**src/hw/rtl/mfw_pkg.sv**
```systemverilog
// Shared types, constants and the sorting-round function of the 3x3 median filter.
// Depends on nothing; every other file of the filter imports it.
package mfw_pkg;

    // Width of one pixel and the size of the padded sorting network.
    localparam int PIXEL_WIDTH = 8;
    localparam int WIN_PIXELS  = 9;
    localparam int NET_LEN     = 10;
    // One pipeline stage performs one even and one odd phase.
    localparam int NUM_STAGES  = NET_LEN / 2;
    // Position of the median in the sorted ten values.
    localparam int MEDIAN_POS  = 5;

    typedef logic [PIXEL_WIDTH-1:0] pixel_t;
    typedef pixel_t [NET_LEN-1:0]   net_vec_t;

    // One even phase on pairs (0,1)..(8,9), then one odd phase on pairs (1,2)..(7,8).
    // Each phase is a row of independent compare-exchange cells.
    function automatic net_vec_t sort_round(input net_vec_t v);
        net_vec_t e;
        net_vec_t o;
        e = v;
        for (int i = 0; i + 1 < NET_LEN; i += 2)
        begin
            if (!(v[i] < v[i+1]))
            begin
                e[i]   = v[i+1];
                e[i+1] = v[i];
            end
        end
        o = e;
        for (int i = 1; i + 1 < NET_LEN - 1; i += 2)
        begin
            if (!(e[i] < e[i+1]))
            begin
                o[i]   = e[i+1];
                o[i+1] = e[i];
            end
        end
        return o;
    endfunction

endpackage

```
**src/hw/rtl/mfw_if.sv**
```systemverilog
// Stream interfaces of the 3x3 median filter: the window channel and the result channel.
// Depends on mfw_pkg for the pixel type.
interface mfw_win_if import mfw_pkg::*; ();
    logic   valid;
    logic   ready;
    pixel_t pixel_0;
    pixel_t pixel_1;
    pixel_t pixel_2;
    pixel_t pixel_3;
    pixel_t pixel_4;
    pixel_t pixel_5;
    pixel_t pixel_6;
    pixel_t pixel_7;
    pixel_t pixel_8;

    modport source (output valid, output pixel_0, output pixel_1, output pixel_2,
                    output pixel_3, output pixel_4, output pixel_5, output pixel_6,
                    output pixel_7, output pixel_8, input ready);
    modport sink   (input valid, input pixel_0, input pixel_1, input pixel_2,
                    input pixel_3, input pixel_4, input pixel_5, input pixel_6,
                    input pixel_7, input pixel_8, output ready);
endinterface

interface mfw_med_if import mfw_pkg::*; ();
    logic   valid;
    logic   ready;
    pixel_t median_value;

    modport source (output valid, output median_value, input ready);
    modport sink   (input valid, input median_value, output ready);
endinterface

```
**src/hw/rtl/mfw_sort_stage.sv**
```systemverilog
// One register stage of the sorting pipeline: two compare-exchange phases and a register.
// Depends on mfw_pkg for the vector type and the sorting-round function.
module mfw_sort_stage
    import mfw_pkg::*;
(
    input  logic     clk,
    input  logic     rst_n,
    input  logic     up_valid,
    output logic     up_ready,
    input  net_vec_t up_data,
    output logic     dn_valid,
    input  logic     dn_ready,
    output net_vec_t dn_data
);

    logic     valid_reg;
    net_vec_t data_reg;

    // The stage takes a transfer when it is empty or its content moves on.
    assign up_ready = !valid_reg || dn_ready;

    // Valid bit of the stage.
    always_ff @(posedge clk or negedge rst_n)
    begin
        if (!rst_n)
        begin
            valid_reg <= 1'b0;
        end
        else if (up_ready)
        begin
            valid_reg <= up_valid;
        end
    end

    // Payload register; it holds while the stage is stalled.
    always_ff @(posedge clk)
    begin
        if (up_ready && up_valid)
        begin
            data_reg <= sort_round(up_data);
        end
    end

    assign dn_valid = valid_reg;
    assign dn_data  = data_reg;

endmodule

```
**src/hw/rtl/median_of_3x3_window_core.sv**
```systemverilog
// 3x3 median filter: a five-stage pipeline of an odd-even transposition sorting network.
// Depends on mfw_pkg, mfw_if and mfw_sort_stage.
//
// Each transfer on the window channel carries nine pixels; the filter returns their
// median, the fifth smallest, on the result channel. A new window is taken in every
// cycle while the result channel takes results, and each result is registered: the ten
// padded values pass five register stages, each of which performs one even and one odd
// compare-exchange phase. While the result channel stalls, empty stages still take
// windows until the pipeline is full; no window is lost or repeated. There is no
// configuration and no state beyond the pipeline, and reset only empties it.
module median_of_3x3_window_core
    import mfw_pkg::*;
(
    input  logic clk,
    input  logic rst_n,
    mfw_win_if.sink   win,
    mfw_med_if.source med
);

    logic     stage_valid [NUM_STAGES+1];
    logic     stage_ready [NUM_STAGES+1];
    net_vec_t stage_data  [NUM_STAGES+1];

    // Pad the window with the least pixel value to ten entries.
    always_comb
    begin
        stage_data[0]    = '0;
        stage_data[0][0] = win.pixel_0;
        stage_data[0][1] = win.pixel_1;
        stage_data[0][2] = win.pixel_2;
        stage_data[0][3] = win.pixel_3;
        stage_data[0][4] = win.pixel_4;
        stage_data[0][5] = win.pixel_5;
        stage_data[0][6] = win.pixel_6;
        stage_data[0][7] = win.pixel_7;
        stage_data[0][8] = win.pixel_8;
    end

    assign stage_valid[0] = win.valid;
    assign win.ready      = stage_ready[0];

    // Chain of sorting stages.
    for (genvar s = 0; s < NUM_STAGES; s++)
    begin : g_stage
        mfw_sort_stage u_stage (
            .clk      (clk),
            .rst_n    (rst_n),
            .up_valid (stage_valid[s]),
            .up_ready (stage_ready[s]),
            .up_data  (stage_data[s]),
            .dn_valid (stage_valid[s+1]),
            .dn_ready (stage_ready[s+1]),
            .dn_data  (stage_data[s+1])
        );
    end

    // The last stage register is the output register.
    assign med.valid                = stage_valid[NUM_STAGES];
    assign med.median_value         = stage_data[NUM_STAGES][MEDIAN_POS];
    assign stage_ready[NUM_STAGES]  = med.ready;

endmodule

```
**src/flat_wrapper.sv**
```systemverilog
// flat-port wrapper written by rule: the top's interface ports become plain ports
module median_of_3x3_window_core_flat import mfw_pkg::*;
  (clk, rst_n, win_valid, win_pixel_0, win_pixel_1, win_pixel_2, win_pixel_3, win_pixel_4, win_pixel_5, win_pixel_6, win_pixel_7, win_pixel_8, win_ready, med_valid, med_median_value, med_ready);
  mfw_win_if win_i ();
  mfw_med_if med_i ();
  input  logic clk;
  input  logic rst_n;
  input wire logic [$bits(win_i.valid)-1:0] win_valid;
  input wire logic [$bits(win_i.pixel_0)-1:0] win_pixel_0;
  input wire logic [$bits(win_i.pixel_1)-1:0] win_pixel_1;
  input wire logic [$bits(win_i.pixel_2)-1:0] win_pixel_2;
  input wire logic [$bits(win_i.pixel_3)-1:0] win_pixel_3;
  input wire logic [$bits(win_i.pixel_4)-1:0] win_pixel_4;
  input wire logic [$bits(win_i.pixel_5)-1:0] win_pixel_5;
  input wire logic [$bits(win_i.pixel_6)-1:0] win_pixel_6;
  input wire logic [$bits(win_i.pixel_7)-1:0] win_pixel_7;
  input wire logic [$bits(win_i.pixel_8)-1:0] win_pixel_8;
  output wire logic [$bits(win_i.ready)-1:0] win_ready;
  output wire logic [$bits(med_i.valid)-1:0] med_valid;
  output wire logic [$bits(med_i.median_value)-1:0] med_median_value;
  input wire logic [$bits(med_i.ready)-1:0] med_ready;
  assign win_i.valid = win_valid;
  assign win_i.pixel_0 = win_pixel_0;
  assign win_i.pixel_1 = win_pixel_1;
  assign win_i.pixel_2 = win_pixel_2;
  assign win_i.pixel_3 = win_pixel_3;
  assign win_i.pixel_4 = win_pixel_4;
  assign win_i.pixel_5 = win_pixel_5;
  assign win_i.pixel_6 = win_pixel_6;
  assign win_i.pixel_7 = win_pixel_7;
  assign win_i.pixel_8 = win_pixel_8;
  assign win_ready = win_i.ready;
  assign med_valid = med_i.valid;
  assign med_median_value = med_i.median_value;
  assign med_i.ready = med_ready;
  median_of_3x3_window_core u_core (.clk(clk), .rst_n(rst_n), .win(win_i), .med(med_i));
endmodule
```
**config.mk**
```make
export PLATFORM = sky130hd
export DESIGN_NAME = median_of_3x3_window_core_flat
export DESIGN_NICKNAME = d
export VERILOG_FILES = /design/src/hw/rtl/mfw_pkg.sv /design/src/hw/rtl/mfw_if.sv /design/src/hw/rtl/mfw_sort_stage.sv /design/src/hw/rtl/median_of_3x3_window_core.sv /design/src/flat_wrapper.sv
export SDC_FILE = /design/constraint.sdc
export NUM_CORES = 1
export LEC_CHECK = 0
export BUFFER_PORTS_ARGS = -buffer_cell sky130_fd_sc_hd__buf_2
export CORE_MARGIN = 3
export CORE_UTILIZATION = 45
export CTS_CLUSTER_DIAMETER = 80
export DETAILED_ROUTE_END_ITERATION = 16
export SETUP_SLACK_MARGIN = 0.05
export SYNTH_ARGS = -nofsm -noshare
export SYNTH_HDL_FRONTEND = slang
export SYNTH_SLANG_ARGS = --single-unit
```
**constraint.sdc**
```tcl
create_clock -name clk -period 5 [get_ports clk]
set_input_delay 0.75 -clock clk [delete_from_list [all_inputs] [get_ports clk]]
set_output_delay 0.75 -clock clk [all_outputs]
set_load 0.01 [all_outputs]
```
Word-level counts from Yosys, hierarchy flattened
Index checks and enable logic that the tools add are counted.
W data, S select, Z words.

storage, ports and cells
  flip-flop bits (word level) = 269
  input bits = 76
  output and inout bits = 10

cells by class
  magnitude comparators = 37
  multiplexer cells = 58
  reduce and logical (&&, ||, !) cells = 15

operators by type and width
  operator              number
  $mux W16              52
  $lt A8 B8 Y1          36
  $mux W8               6
  $lt A8 B1 Y1 const B  1
  $logic_and A1 B1 Y1   5
  $logic_not A1 Y1      5
  $logic_or A1 B1 Y1    5

Logic depth before layout (Yosys ltp)
Gate-level depths: netlist of the first run.

  depth in word-level cells = 10
  gate-level depth with buffers = 19

Modules after synthesis
A second synthesis of the first run with hierarchy kept.

second synthesis, totals
  cells, all modules = 2791
  area, all modules = 30325.3 sq um

modules (own cells, without submodules)
  module                                           times used  cells each  area an instance (sq um)  seq. area each (sq um)
  mfw_sort_stage at u_core.g_stage[0].u_stage ...  3           552         6030.8                    2427.3
  mfw_sort_stage at u_core.g_stage[4].u_stage      1           582         6189.7                    2427.3
  mfw_sort_stage at u_core.g_stage[1].u_stage      1           552         6039.5                    2427.3
  median_of_3x3_window_core                        1           1           3.8                       0.0

Least setup slack after synthesis of the first run
Ideal clock, no wire load.

  path kind = input -> register
  from = in win_pixel_1[2]
  to = reg u_core.g_stage[0].u_stage.data_reg (netlist bit u_core.g_stage[0].u_stage.dn_data[22]), data pin
  setup time = 0.267 ns
  arrival time = 4.307 ns
  setup slack = 0.426 ns
  stages = 17
  cell sequence = inv_1 > ha_1 > a21o_1 > a31oi_1 > o21ai_0 > a21oi_1 > clkbuf_1 > mux2i_1 > inv_1 > ha_1 > a21o_1 > a21o_1 > a221oi_1 > inv_1 > o21ai_2 > buf_2 > mux2i_1

between the ends
  longest elaborated chain between the ends = 5

RTL lines
  item                    RTL line              RTL
  start: declaration      flat_wrapper.sv:10    input wire logic [$bits(win_i.pixel_1)-1:0] win_pixel_1;
  $lt A8 B8 Y1            mfw_pkg.sv:25         if (!(v[i] < v[i+1]))
  $mux W16 (*)            mfw_pkg.sv:25
  $mux W16 (*)            mfw_sort_stage.sv:38  if (up_ready && up_valid)
  $lt A8 B8 Y1            mfw_pkg.sv:34         if (!(e[i] < e[i+1]))
  $mux W16 (*)            mfw_pkg.sv:34
  end signal: assignment  mfw_sort_stage.sv:40  data_reg <= sort_round(up_data);
  end: declaration        mfw_sort_stage.sv:17  net_vec_t data_reg;

Mark *: on every way between the ends. The rest lies on a longest branch, timed or not. The select of a mux whose other input is x is not followed.
A chain may end at the register's enable or synchronous reset.

Worst setup path in the final report of the first run
  from = reg u_core.g_stage[0].u_stage.data_reg (netlist bit u_core.g_stage[0].u_stage.dn_data[21])
  to = reg u_core.g_stage[1].u_stage.data_reg (netlist bit u_core.g_stage[1].u_stage.dn_data[10]), data pin

between the ends
  longest elaborated chain between the ends = 5

RTL lines
  item                    RTL line
  $lt A8 B8 Y1            mfw_pkg.sv:25
  $mux W16 (*)            mfw_pkg.sv:25
  $mux W16 (*)            mfw_sort_stage.sv:38
  $lt A8 B8 Y1            mfw_pkg.sv:34
  $mux W16 (*)            mfw_pkg.sv:34
  end signal: assignment  mfw_sort_stage.sv:40
  end: declaration        mfw_sort_stage.sv:17

Marked as above.

==> results.ini, run 1 <==
[floorplanning]
die-area_sq_mm = 0.0422
fp.dieH_um = 205
rows = 72
core_area_sq_mm = 0.0390
io_pins = 86
die_width_um = 205
start_util_pct = 45.9

[power]
power_frac_clock_pct = 12.7
ir_drop_v = 0.000462
combinationalPowerShare_pct = 58.9
swShare_pct = 41.6
cellPowerDensity_mw_per_mm2 = 730
power.leakage_nw = 9.31
power.switching_w = 0.00603
power.internal_w = 0.00846
p_seq_share_pct = 28.4

[sta]
rsz0062_at_grt = no
worst_pin_slew_ns = 1.03
period_share_pct = 88.4
whs_ns = 0.372
finalCriticalPeriod_ns = 4.42
setup_viol_count_final = 0
finalHoldViolCount = 0
relSlewSlack_pct = 30.9
tns_ns = 0
max_freq_ghz = 0.226
skew_ns = 0.0167
slew_violations = 0

[cells_and_area]
final_net_count = 2048
areaGrowthSynthToFinish_pct = 10.9
diodes = 0
stdcell_count = 2298
fill_cells = 3478
drive_gt1_share_pct = 13.6

[place]
gp_congestion = 0.867
dp.cells = 2250
dpl.hpwl_um = 30200
io_buffer_count = 85

[worst_setup_path]
worstPathMaxFanout = 14
r2r_start = u_core.g_stage[0].u_stage.dn_data[21]$_DFFE_PP_
cp-end-kind = flop
reg2reg_slack_ns = 0.58
reg2reg_depth = 15
cp-start-kind = flop
required_ns = 5.24
crit_arrival_ns = 4.66
r2r_end = u_core.g_stage[1].u_stage.dn_data[10]$_DFFE_PP_
criticalPathCategory = flop to flop

[worst_hold_path]
min_to = u_core.g_stage[0].u_stage.dn_data[72]$_DFFE_PP_
worstHoldPathType = primary input to flop
hold_depth = 1
worstHoldStart = win_pixel_8[0]

[yosys]
synth_area_leaders = edfxtp_1 40%, ha_1 15%, mux2i_1 13%, inv_1 4.7%, mux2_2 3.6%
synth-async-reset-ratio_pct = 2.04
synth_edf_count = 240
synth_flop_cell = edfxtp_1
syn_inst = 1655
syn_area_sq_mm = 0.0179
ys_warn_count = 0
synth_top_area_share_pct = 40.3
avgSynthCellArea_sq_um = 10.8
yosysTopAreaCell = edfxtp_1
synth-seq-cells = 245
syn-num-nets = 1941
synth_cell_types = 70
synth_seq_area_share_pct = 41.0

[global_routing]
grt_max_degree = 73
grt_pass1_wl_um = 60900
grt_usage_pct = 17.7
grt_overflow = 0
antenna_found_initial = 0
first_global_vias = 12164

[clocking]
cts_buffers = 27
ctsRootBufferMaster = clkbuf_16
cts_tree = yes
clock_path_buffers = 3
postCtsSetupBuffers = 0
clk_pin_slew_ns = 0.06
clock-sinks = 245
clk_latency_ns = 0.55
cts_max_level = 1

[detailed_routing]
ant_nets = 0
drt_wl_total_um = 37300
vias_per_cell = 5.38
drtIter0Drc = 565
drc = 0
routed-via-count = 12359
route.detailed.wl_per_inst_um = 16.3
first_pass_iters = 5

[status]
outcome = complete, no violations

[flow_run]
max_cap_viol_count = 0

==> metrics by stage <==
step / area (sq um) / setup WS, ns / util [%] / total power (W)
after floorplan: 17900 / 0.426 / - / 0.0108
after global placement: 19000 / 0.459 / 48.8 / 0.0125
after detailed placement: 19000 / 0.349 / 48.8 / 0.0127
after CTS: 19800 / 0.453 / 50.9 / 0.0146
after global routing: 19900 / 0.203 / 50.9 / 0.0158
final: 19900 / 0.581 / 50.9 / 0.0145
==> placed cells by master (no fill, tap or decap), types with 5 or more instances in the layout <==
master,instances
clkbuf_1,5
clkbuf_16,27
dfrtp_1,5
a211oi_1,6
and3_1,7
edfxtp_1,240
mux2_1,19
a311oi_1,5
nand2b_1,32
a21o_1,45
nor2_1,90
buf_2,85
nand2_1,88
nand4_1,27
a221oi_1,6
mux2_2,58
a31oi_1,11
nor3_1,6
and4_1,7
a21oi_1,102
clkinv_2,5
buf_4,31
ha_1,210
mux2i_1,228
o21a_1,22
nor2b_1,15
nand3_1,8
inv_1,224
o21ai_0,58
a22oi_1,6
==> synthesized netlist by cell type, types with 15 or more instances <==
| cell | number |
|---|---|
| ha_1 | 210 |
| mux2i_1 | 228 |
| o21ai_0 | 58 |
| nor2b_1 | 15 |
| mux2_2 | 58 |
| nand2_1 | 88 |
| mux2_1 | 19 |
| clkbuf_1 | 22 |
| edfxtp_1 | 240 |
| o21a_1 | 22 |
| nand4_1 | 27 |
| a21o_1 | 45 |
| nand2b_1 | 32 |
| a21oi_1 | 102 |
| nor2_1 | 90 |
| inv_1 | 224 |
==> power groups by stage <==
stage / registers [W] / clock network (W) / logic, W
6_report: 0.00412 / 0.00184 / 0.00854
3_5_place_dp: 0.00417 / 0 / 0.00856
4_1_cts: 0.00413 / 0.00190 / 0.00862
2_1_floorplan: 0.00396 / 0 / 0.00680
3_3_place_gp: 0.00416 / 0 / 0.00830
5_1_grt: 0.00421 / 0.00197 / 0.00962
==> state kept, by name (all words and copies together) (netlist names) <==
register and cells:
u_core.g_stage.u_stage.dn_data 240, u_core.g_stage.u_stage.dn_valid 5
==> cells by family (layout without fill, tap and decap cells) <==
family                     Yosys count  count (layout)  share of synthesized area [%]
DFF                                245             245                           41.0
and+or+nand+nor                    297             297                           7.91
adders and majority gates          210             210                           14.7
AOI/OAI and AO/OA                  331             331                           12.7
muxes                              307             307                           17.8
buffers and inverters              265             390                           5.96
==> how the worst max path moves through the flow <==
stage                                                                from                                               to  depth (start not counted)  slack [ns]
after global placement                                     win_pixel_5[5]  u_core.g_stage[0].u_stage.dn_data[43]$_DFFE_PP_                         16        0.46
final                     u_core.g_stage[0].u_stage.dn_data[21]$_DFFE_PP_  u_core.g_stage[1].u_stage.dn_data[10]$_DFFE_PP_                         15        0.58
after detailed placement                                   win_pixel_5[5]  u_core.g_stage[0].u_stage.dn_data[44]$_DFFE_PP_                         16        0.35
after floorplan                                            win_pixel_1[2]  u_core.g_stage[0].u_stage.dn_data[22]$_DFFE_PP_                         17        0.43
after CTS                 u_core.g_stage[0].u_stage.dn_data[21]$_DFFE_PP_  u_core.g_stage[1].u_stage.dn_data[29]$_DFFE_PP_                         16        0.45
after global routing      u_core.g_stage[0].u_stage.dn_data[21]$_DFFE_PP_  u_core.g_stage[1].u_stage.dn_data[29]$_DFFE_PP_                         16        0.20
==> what timing repair did <==
item                                    CTS  global route
hold endpoints to repair                  5             0
endpoints found under the setup margin    0             1
gates resized for setup                   0             2
hold buffers                              1             0
==> worst max-delay path, stage by stage (launching register included) <==
cell,delay (ns)
edfxtp_1,0.45
ha_1,0.35
a21oi_1,0.13
o21ai_0,0.13
a21o_1,0.22
or2_2,0.29
a21oi_2,0.34
buf_4,0.27
mux2i_1,0.34
ha_1,0.31
a21o_1,0.16
a21oi_1,0.14
nor2b_1,0.08
nor3_1,0.33
o21ai_2,0.34
mux2i_1,0.23
==> per-layer routing <==
| metal | GRT usage (%) | vias to the layer above | part of all wire (%) | routed length, um |
|---|---|---|---|---|
| met3 | 1.77 | 64 | 2.7 | 1020 |
| met5 | 0 | - | 0 | 0 |
| met2 | 31.2 | 156 | 49 | 18200 |
| met1 | 23.3 | 5835 | 46 | 17300 |
| li1 | - | 6304 | - | - |
| met4 | 4.78 | 0 | 2.3 | 856 |
==> cell type report <==
class	instances	area (sq um)	share of cell area, %
tap	518	648	3.26
multi-input combinational	1145	9510	47.9
timing repair buffer	119	708	3.57
clock inverter	15	114	0.574
clock buffer	32	694	3.50
inverter	224	841	4.24
sequential	245	7330	36.9
(Power assumes the default switching activity.)
==> inputs of run 2 (changes only) <==
--- a/config.mk
+++ b/config.mk
@@ -5,6 +5,7 @@
 export SDC_FILE = /design/constraint.sdc
 export NUM_CORES = 1
 export LEC_CHECK = 0
+export ABC_AREA = 1
 export BUFFER_PORTS_ARGS = -buffer_cell sky130_fd_sc_hd__buf_2
 export CORE_MARGIN = 3
 export CORE_UTILIZATION = 45
==> results.ini, run 2 <==
[status]
outcome = complete, no violations  ; unchanged

[floorplanning]
fp.dieH_um = 208  ; was 205 um
die_width_um = 208  ; was 205 um
io_pins = 86  ; unchanged
die-area_sq_mm = 0.0433  ; was 0.0422 sq mm
start_util_pct = 45.9  ; about the same
rows = 73  ; was 72
core_area_sq_mm = 0.0400  ; was 0.0390 sq mm

[worst_setup_path]
critPathMaxStageDelay_ns = 0.57  ; was 0.45 ns
required_ns = 5.31  ; was 5.24 ns
worstPathMaxFanout = 31  ; was 14
cp_num_cells = 14  ; was 15
crit_family = compound AO/OA/AOI/OAI gates  ; unchanged
crit_arrival_ns = 4.15  ; was 4.66 ns
cpMostUsedCell = nand2_1
worst-path-buf-inv = 2  ; was 1
worstPathCellList = ha_1 -> a21oi_1 -> o21a_1 -> nand2_1 -> o21ai_0 -> inv_1 -> ha_1 -> a21oi_1 -> nor2_1 -> a211oi_2 -> buf_4 -> nand2_4 -> nand2_1 -> nand2_1  ; was ha_1 -> a21oi_1 -> o21ai_0 -> a21o_1 -> or2_2 -> a21oi_2 -> buf_4 -> mux2i_1 -> ha_1 -> a21o_1 -> a21oi_1 -> nor2b_1 -> nor3_1 -> o21ai_2 -> mux2i_1
critPathSlowestCell = o21ai_0  ; was edfxtp_1
criticalPathCategory = flop to flop  ; unchanged
cp-start-kind = flop  ; unchanged
cp-end-kind = flop  ; unchanged
reg2reg_depth = 14  ; was 15

[flow_run]
max_cap_viol_count = 0  ; unchanged

[clocking]
clk_pin_slew_ns = 0.06  ; about the same
cts_tree = yes  ; unchanged
ctsRootBufferMaster = clkbuf_16  ; unchanged
postCtsSetupBuffers = 0  ; unchanged
clock_path_buffers = 3  ; unchanged
clock-sinks = 245  ; unchanged
cts.repair.resized = 0  ; unchanged
cts_buffers = 27  ; unchanged
cts_max_level = 1  ; unchanged
clk_latency_ns = 0.56  ; was 0.55 ns

[sta]
max_freq_ghz = 0.260  ; was 0.226 GHz
rsz0062_at_grt = no  ; unchanged
skew_ns = 0.0255  ; was 0.0167 ns
setup_viol_count_final = 0  ; unchanged
period_share_pct = 76.9  ; was 88.4%
finalHoldViolCount = 0  ; unchanged
relSlewSlack_pct = 23.8  ; was 30.9%
tns_ns = 0  ; unchanged
whs_ns = 0.359  ; was 0.372 ns
worst_pin_slew_ns = 1.14  ; was 1.03 ns
finalCriticalPeriod_ns = 3.85  ; was 4.42 ns
slew_violations = 0  ; unchanged

[detailed_routing]
vias_per_cell = 4.94  ; was 5.38
first_pass_iters = 6  ; was 5
drtIter0Drc = 938  ; was 565
drt_wl_total_um = 39000  ; was 37,300 um
drc = 0  ; unchanged
routed-via-count = 14770  ; was 12,359
route.detailed.wl_per_inst_um = 13.1  ; was 16.3 um
ant_nets = 0  ; unchanged

[yosys]
syn_inst = 2387  ; was 1,655
synth_seq_area_share_pct = 39.9  ; was 41.0%
synth_most_common_cell = nand2_1  ; was edfxtp_1
synth_area_leaders = edfxtp_1 39%, nand2_1 18%, ha_1 14%, inv_1 7.3%, o21ai_0 5.3%  ; was edfxtp_1 40%, ha_1 15%, mux2i_1 13%, inv_1 4.7%, mux2_2 3.6%
synth_flop_cell = edfxtp_1  ; unchanged
avgSynthCellArea_sq_um = 7.69  ; was 10.8 sq um
synth-seq-cells = 245  ; unchanged
syn-num-nets = 2673  ; was 1,941
netlist_top_cells_count = 862 x nand2_1, 357 x inv_1, 240 x edfxtp_1  ; was 240 x edfxtp_1, 228 x mux2i_1, 224 x inv_1
synth_top_area_share_pct = 39.2  ; was 40.3%
ys_warn_count = 0  ; unchanged
synth_cell_types = 23  ; was 70
syn_area_sq_mm = 0.0184  ; was 0.0179 sq mm
yosysTopAreaCell = edfxtp_1  ; unchanged
synth_edf_count = 240  ; unchanged
synth-async-reset-ratio_pct = 2.04  ; unchanged

[cells_and_area]
drive_gt1_share_pct = 8.19  ; was 13.6%
design_area_sq_mm = 0.0201  ; was 0.0199 sq mm
final_net_count = 2733  ; was 2,048
areaGrowthSynthToFinish_pct = 9.32  ; was 10.9%
diodes = 0  ; unchanged
final_common_cell = nand2_1  ; was edfxtp_1
stdcell_count = 2990  ; was 2,298
layout_common_cells = 862 x nand2_1, 356 x inv_1, 240 x edfxtp_1, 210 x ha_1, 195 x o21ai_0  ; was 240 x edfxtp_1, 228 x mux2i_1, 224 x inv_1, 210 x ha_1, 102 x a21oi_1
largest_reg_flops = 240  ; unchanged
fill_cells = 3941  ; was 3,478

[global_routing]
grt_usage_pct = 18.0  ; was 17.7%
grt_pass1_wl_um = 66400  ; was 60,900 um
grt_max_degree = 73  ; unchanged
grt_overflow = 0  ; unchanged
first_global_vias = 14112  ; was 12,164
antenna_found_initial = 0  ; unchanged

[worst_hold_path]
worstHoldPathType = primary input to flop  ; unchanged
hold_depth = 1  ; unchanged

[place]
dpl.hpwl_um = 31200  ; was 30,200 um
io_buffer_count = 85  ; unchanged
dp.cells = 2942  ; was 2,250
placed_area_sq_mm = 0.0192  ; was 0.0190 sq mm
gp_congestion = 0.863  ; was 0.867

run 2: per-stage QoR:
step,utilization [%],worst slack [ns]
detailed placement,47.9,0.943
global placement,47.9,1.04
floorplan,-,0.264
CTS,50.2,1.20
global route,50.2,0.737
finish,50.2,1.15
run 2: worst paths after layout:
kind | startpoint | to | slack, ns
hold / removal | win_pixel_8[5] | u_core.g_stage[0].u_stage.dn_data[77]$_DFFE_PP_ | 0.36
min in group asynchronous | rst_n | u_core.g_stage[4].u_stage.dn_valid$_DFFE_PN0P_ | 0.53
setup reg to reg | u_core.g_stage[0].u_stage.dn_data[69]$_DFFE_PP_ | u_core.g_stage[1].u_stage.dn_data[67]$_DFFE_PP_ | 1.15
max in group asynchronous | rst_n | u_core.g_stage[0].u_stage.dn_valid$_DFFE_PN0N_ | 4.33
setup / recovery | u_core.g_stage[0].u_stage.dn_data[69]$_DFFE_PP_ | u_core.g_stage[1].u_stage.dn_data[67]$_DFFE_PP_ | 1.15
hold reg to reg | u_core.g_stage[3].u_stage.dn_valid$_DFFE_PN0P_ | u_core.g_stage[4].u_stage.dn_valid$_DFFE_PN0P_ | 0.46
run 2: repair_timing:
action / CTS / global route
endpoints found under the hold margin: 5 / 0
hold buffers: 1 / 0
endpoints found under the setup margin: 0 / 0
run 2: area by class of cell:
type,count,area [sq um],area share (%)
clock buffer,27,676,3.37
clock inverter,20,210,1.05
tap,525,657,3.27
sequential,245,7330,36.5
timing repair buffer,101,548,2.73
inverter,361,1360,6.75
multi-input combinational,1711,9300,46.3
run 2: cells by family after synthesis:
logic type | after synthesis | synth area share, %
buf+inv | 431 | 9.52
compound gates | 321 | 9.40
simple gates | 1180 | 26.8
fa+ha+maj | 210 | 14.3
flops | 245 | 39.9
run 2: metal layers:
layer,track usage [%],vias up,wire [um]
li1,-,7897,-
met1,23.4,6634,18100
met2,31.9,189,19000
met3,1.93,50,1140
met4,4.77,0,761
met5,0,-,0
Power of run 2 is left out: the tool's default activity adds up to more than one toggle a clock period on the data nets, which glitch-free logic cannot reach.
==> inputs of run 3 (changes only) <==
==> constraint.sdc (replaced) <==
create_clock -name clk -period 3.5 [get_ports clk]
set_input_delay 0.525 -clock clk [delete_from_list [all_inputs] [get_ports clk]]
set_output_delay 0.525 -clock clk [all_outputs]
set_load 0.01 [all_outputs]
==> results.ini, run 3 (synthesis results as in run 2) <==
[cells_and_area]
layout_common_cells = 860 x nand2_1, 356 x inv_1, 240 x edfxtp_1, 210 x ha_1, 187 x nand3_1  ; was 862 x nand2_1, 356 x inv_1, 240 x edfxtp_1, 210 x ha_1, 195 x o21ai_0
diodes = 0  ; unchanged
multi_input_area_sq_mm = 0.00931  ; was 0.00930 sq mm
fill_cells = 3885  ; was 3,941
final_net_count = 2803  ; was 2,733
final_common_cell = nand2_1  ; unchanged
ff_latch_area_sq_mm = 0.00733  ; unchanged
largest_reg_flops = 240  ; unchanged
areaGrowthSynthToFinish_pct = 12.7  ; was 9.32%
drive_gt1_share_pct = 10.9  ; was 8.19%
stdcell_count = 3062  ; was 2,990

[sta]
worst_pin_slew_ns = 0.893  ; was 1.14 ns
max_freq_ghz = 0.308  ; was 0.260 GHz
finalHoldViolCount = 0  ; unchanged
period_share_pct = 92.8  ; was 76.9%
relSlewSlack_pct = 40.5  ; was 23.8%
setup_viol_count_final = 0  ; unchanged
finalCriticalPeriod_ns = 3.25  ; was 3.85 ns
skew_ns = 0.00959  ; was 0.0255 ns
rsz0062_at_grt = yes  ; was no
slew_violations = 0  ; unchanged
whs_ns = 0.160  ; was 0.359 ns

[detailed_routing]
drtIter0Drc = 698  ; was 938
ant_nets = 0  ; unchanged
vias_per_cell = 4.96  ; was 4.94
first_pass_iters = 5  ; was 6
drc = 0  ; unchanged
drt_wl_total_um = 39300  ; was 39,000 um
route.detailed.wl_per_inst_um = 12.8  ; was 13.1 um
routed-via-count = 15194  ; was 14,770

[clocking]
clk_pin_slew_ns = 0.06  ; about the same
cts_buffers = 26  ; was 27
clock_path_buffers = 3  ; unchanged
clk_latency_ns = 0.54  ; was 0.56 ns
cts_tree = yes  ; unchanged
clock-sinks = 245  ; unchanged
ctsRootBufferMaster = clkbuf_16  ; unchanged
cts_max_level = 1  ; unchanged
postCtsSetupBuffers = 0  ; unchanged

[floorplanning]
fp.dieH_um = 208  ; unchanged
die_width_um = 208  ; unchanged
rows = 73  ; unchanged
io_pins = 86  ; unchanged
core_area_sq_mm = 0.0400  ; unchanged
start_util_pct = 45.9  ; unchanged
die-area_sq_mm = 0.0433  ; unchanged

[global_routing]
grt_usage_pct = 18.0  ; about the same
grt_pass1_wl_um = 66900  ; was 66,400 um
grt_overflow = 0  ; unchanged
antenna_found_initial = 0  ; unchanged
grt_max_degree = 73  ; unchanged
first_global_vias = 14377  ; was 14,112

[worst_setup_path]
crit_arrival_ns = 3.54  ; was 4.15 ns
worstPathMaxFanout = 30  ; was 31
cp-end-kind = flop  ; unchanged
worstSetupStartpoint = u_core.g_stage[2].u_stage.dn_data[53]$_DFFE_PP_  ; was u_core.g_stage[0].u_stage.dn_data[69]$_DFFE_PP_
crit_family = compound AO/OA/AOI/OAI gates  ; unchanged
cp-start-kind = flop  ; unchanged
worstPathCellList = ha_1 -> a21oi_1 -> o21a_1 -> nand2_2 -> o21ai_0 -> inv_1 -> ha_1 -> a21oi_1 -> nor2_1 -> a211oi_2 -> nand2_4 -> nand2_1 -> nand2_1  ; was ha_1 -> a21oi_1 -> o21a_1 -> nand2_1 -> o21ai_0 -> inv_1 -> ha_1 -> a21oi_1 -> nor2_1 -> a211oi_2 -> buf_4 -> nand2_4 -> nand2_1 -> nand2_1
required_ns = 3.79  ; was 5.31 ns
r2r_start = u_core.g_stage[2].u_stage.dn_data[53]$_DFFE_PP_  ; was u_core.g_stage[0].u_stage.dn_data[69]$_DFFE_PP_
critPathSlowestCell = edfxtp_1  ; was o21ai_0
criticalPathCategory = flop to flop  ; unchanged
critPathMaxStageDelay_ns = 0.41  ; was 0.57 ns
worst-path-buf-inv = 1  ; was 2

[place]
dp.cells = 3013  ; was 2,942
dpl.hpwl_um = 31700  ; was 31,200 um
gp_congestion = 0.863  ; about the same
io_buffer_count = 85  ; unchanged

[status]
outcome = complete, no violations  ; unchanged

[worst_hold_path]
worstHoldPathType = primary input to flop  ; unchanged
worstHoldStart = win_pixel_8[1]  ; was win_pixel_8[5]

[flow_run]
max_cap_viol_count = 0  ; unchanged

==> run 3: layout make-up <==
| class | count | area share, % |
|---|---|---|
| inverter | 361 | 6.55 |
| tap | 525 | 3.18 |
| clock buffer | 30 | 3.32 |
| timing repair buffer | 172 | 5.29 |
| multi-input combinational | 1711 | 45.0 |
| clock inverter | 18 | 1.23 |
| sequential | 245 | 35.4 |
==> run 3: final timing paths <==
path	end	slack, ns	cells after the start
worst max-delay path	u_core.g_stage[3].u_stage.dn_data[48]$_DFFE_PP_	0.25	13
worst min-delay path	u_core.g_stage[0].u_stage.dn_data[73]$_DFFE_PP_	0.16	1
worst max register to register	u_core.g_stage[3].u_stage.dn_data[48]$_DFFE_PP_	0.25	13
worst min register to register	u_core.g_stage[4].u_stage.dn_valid$_DFFE_PN0P_	0.47	2
max in group asynchronous	u_core.g_stage[4].u_stage.dn_valid$_DFFE_PN0P_	3.04	2
min in group asynchronous	u_core.g_stage[2].u_stage.dn_valid$_DFFE_PN0P_	0.33	2
==> run 3: through the flow <==
stage                     setup TNS, ns  setup slack [ns]  instance area [sq um]  util, %
after floorplan                       0             0.128                  18400        -
after global placement                0            0.0245                  19700     49.3
after detailed placement         -0.906           -0.0579                  19700     49.3
after CTS                             0             0.156                  20700     51.7
after global routing                  0            0.0438                  20700     51.7
final                                 0             0.251                  20700     51.7
==> run 3: repair_timing <==
item	CTS	global route
gates resized for setup	0	16
endpoints found under the hold margin	5	0
hold buffers	1	0
setup endpoints to repair	0	112
==> run 3: metal layers <==
layer	vias up	GRT usage [%]	wire, um
met5	-	0	0
met4	0	4.84	873
met3	63	2.02	1280
met2	219	32.4	19400
met1	6874	23.0	17800
li1	8038	-	-
Power of run 3 is left out for the same reason.
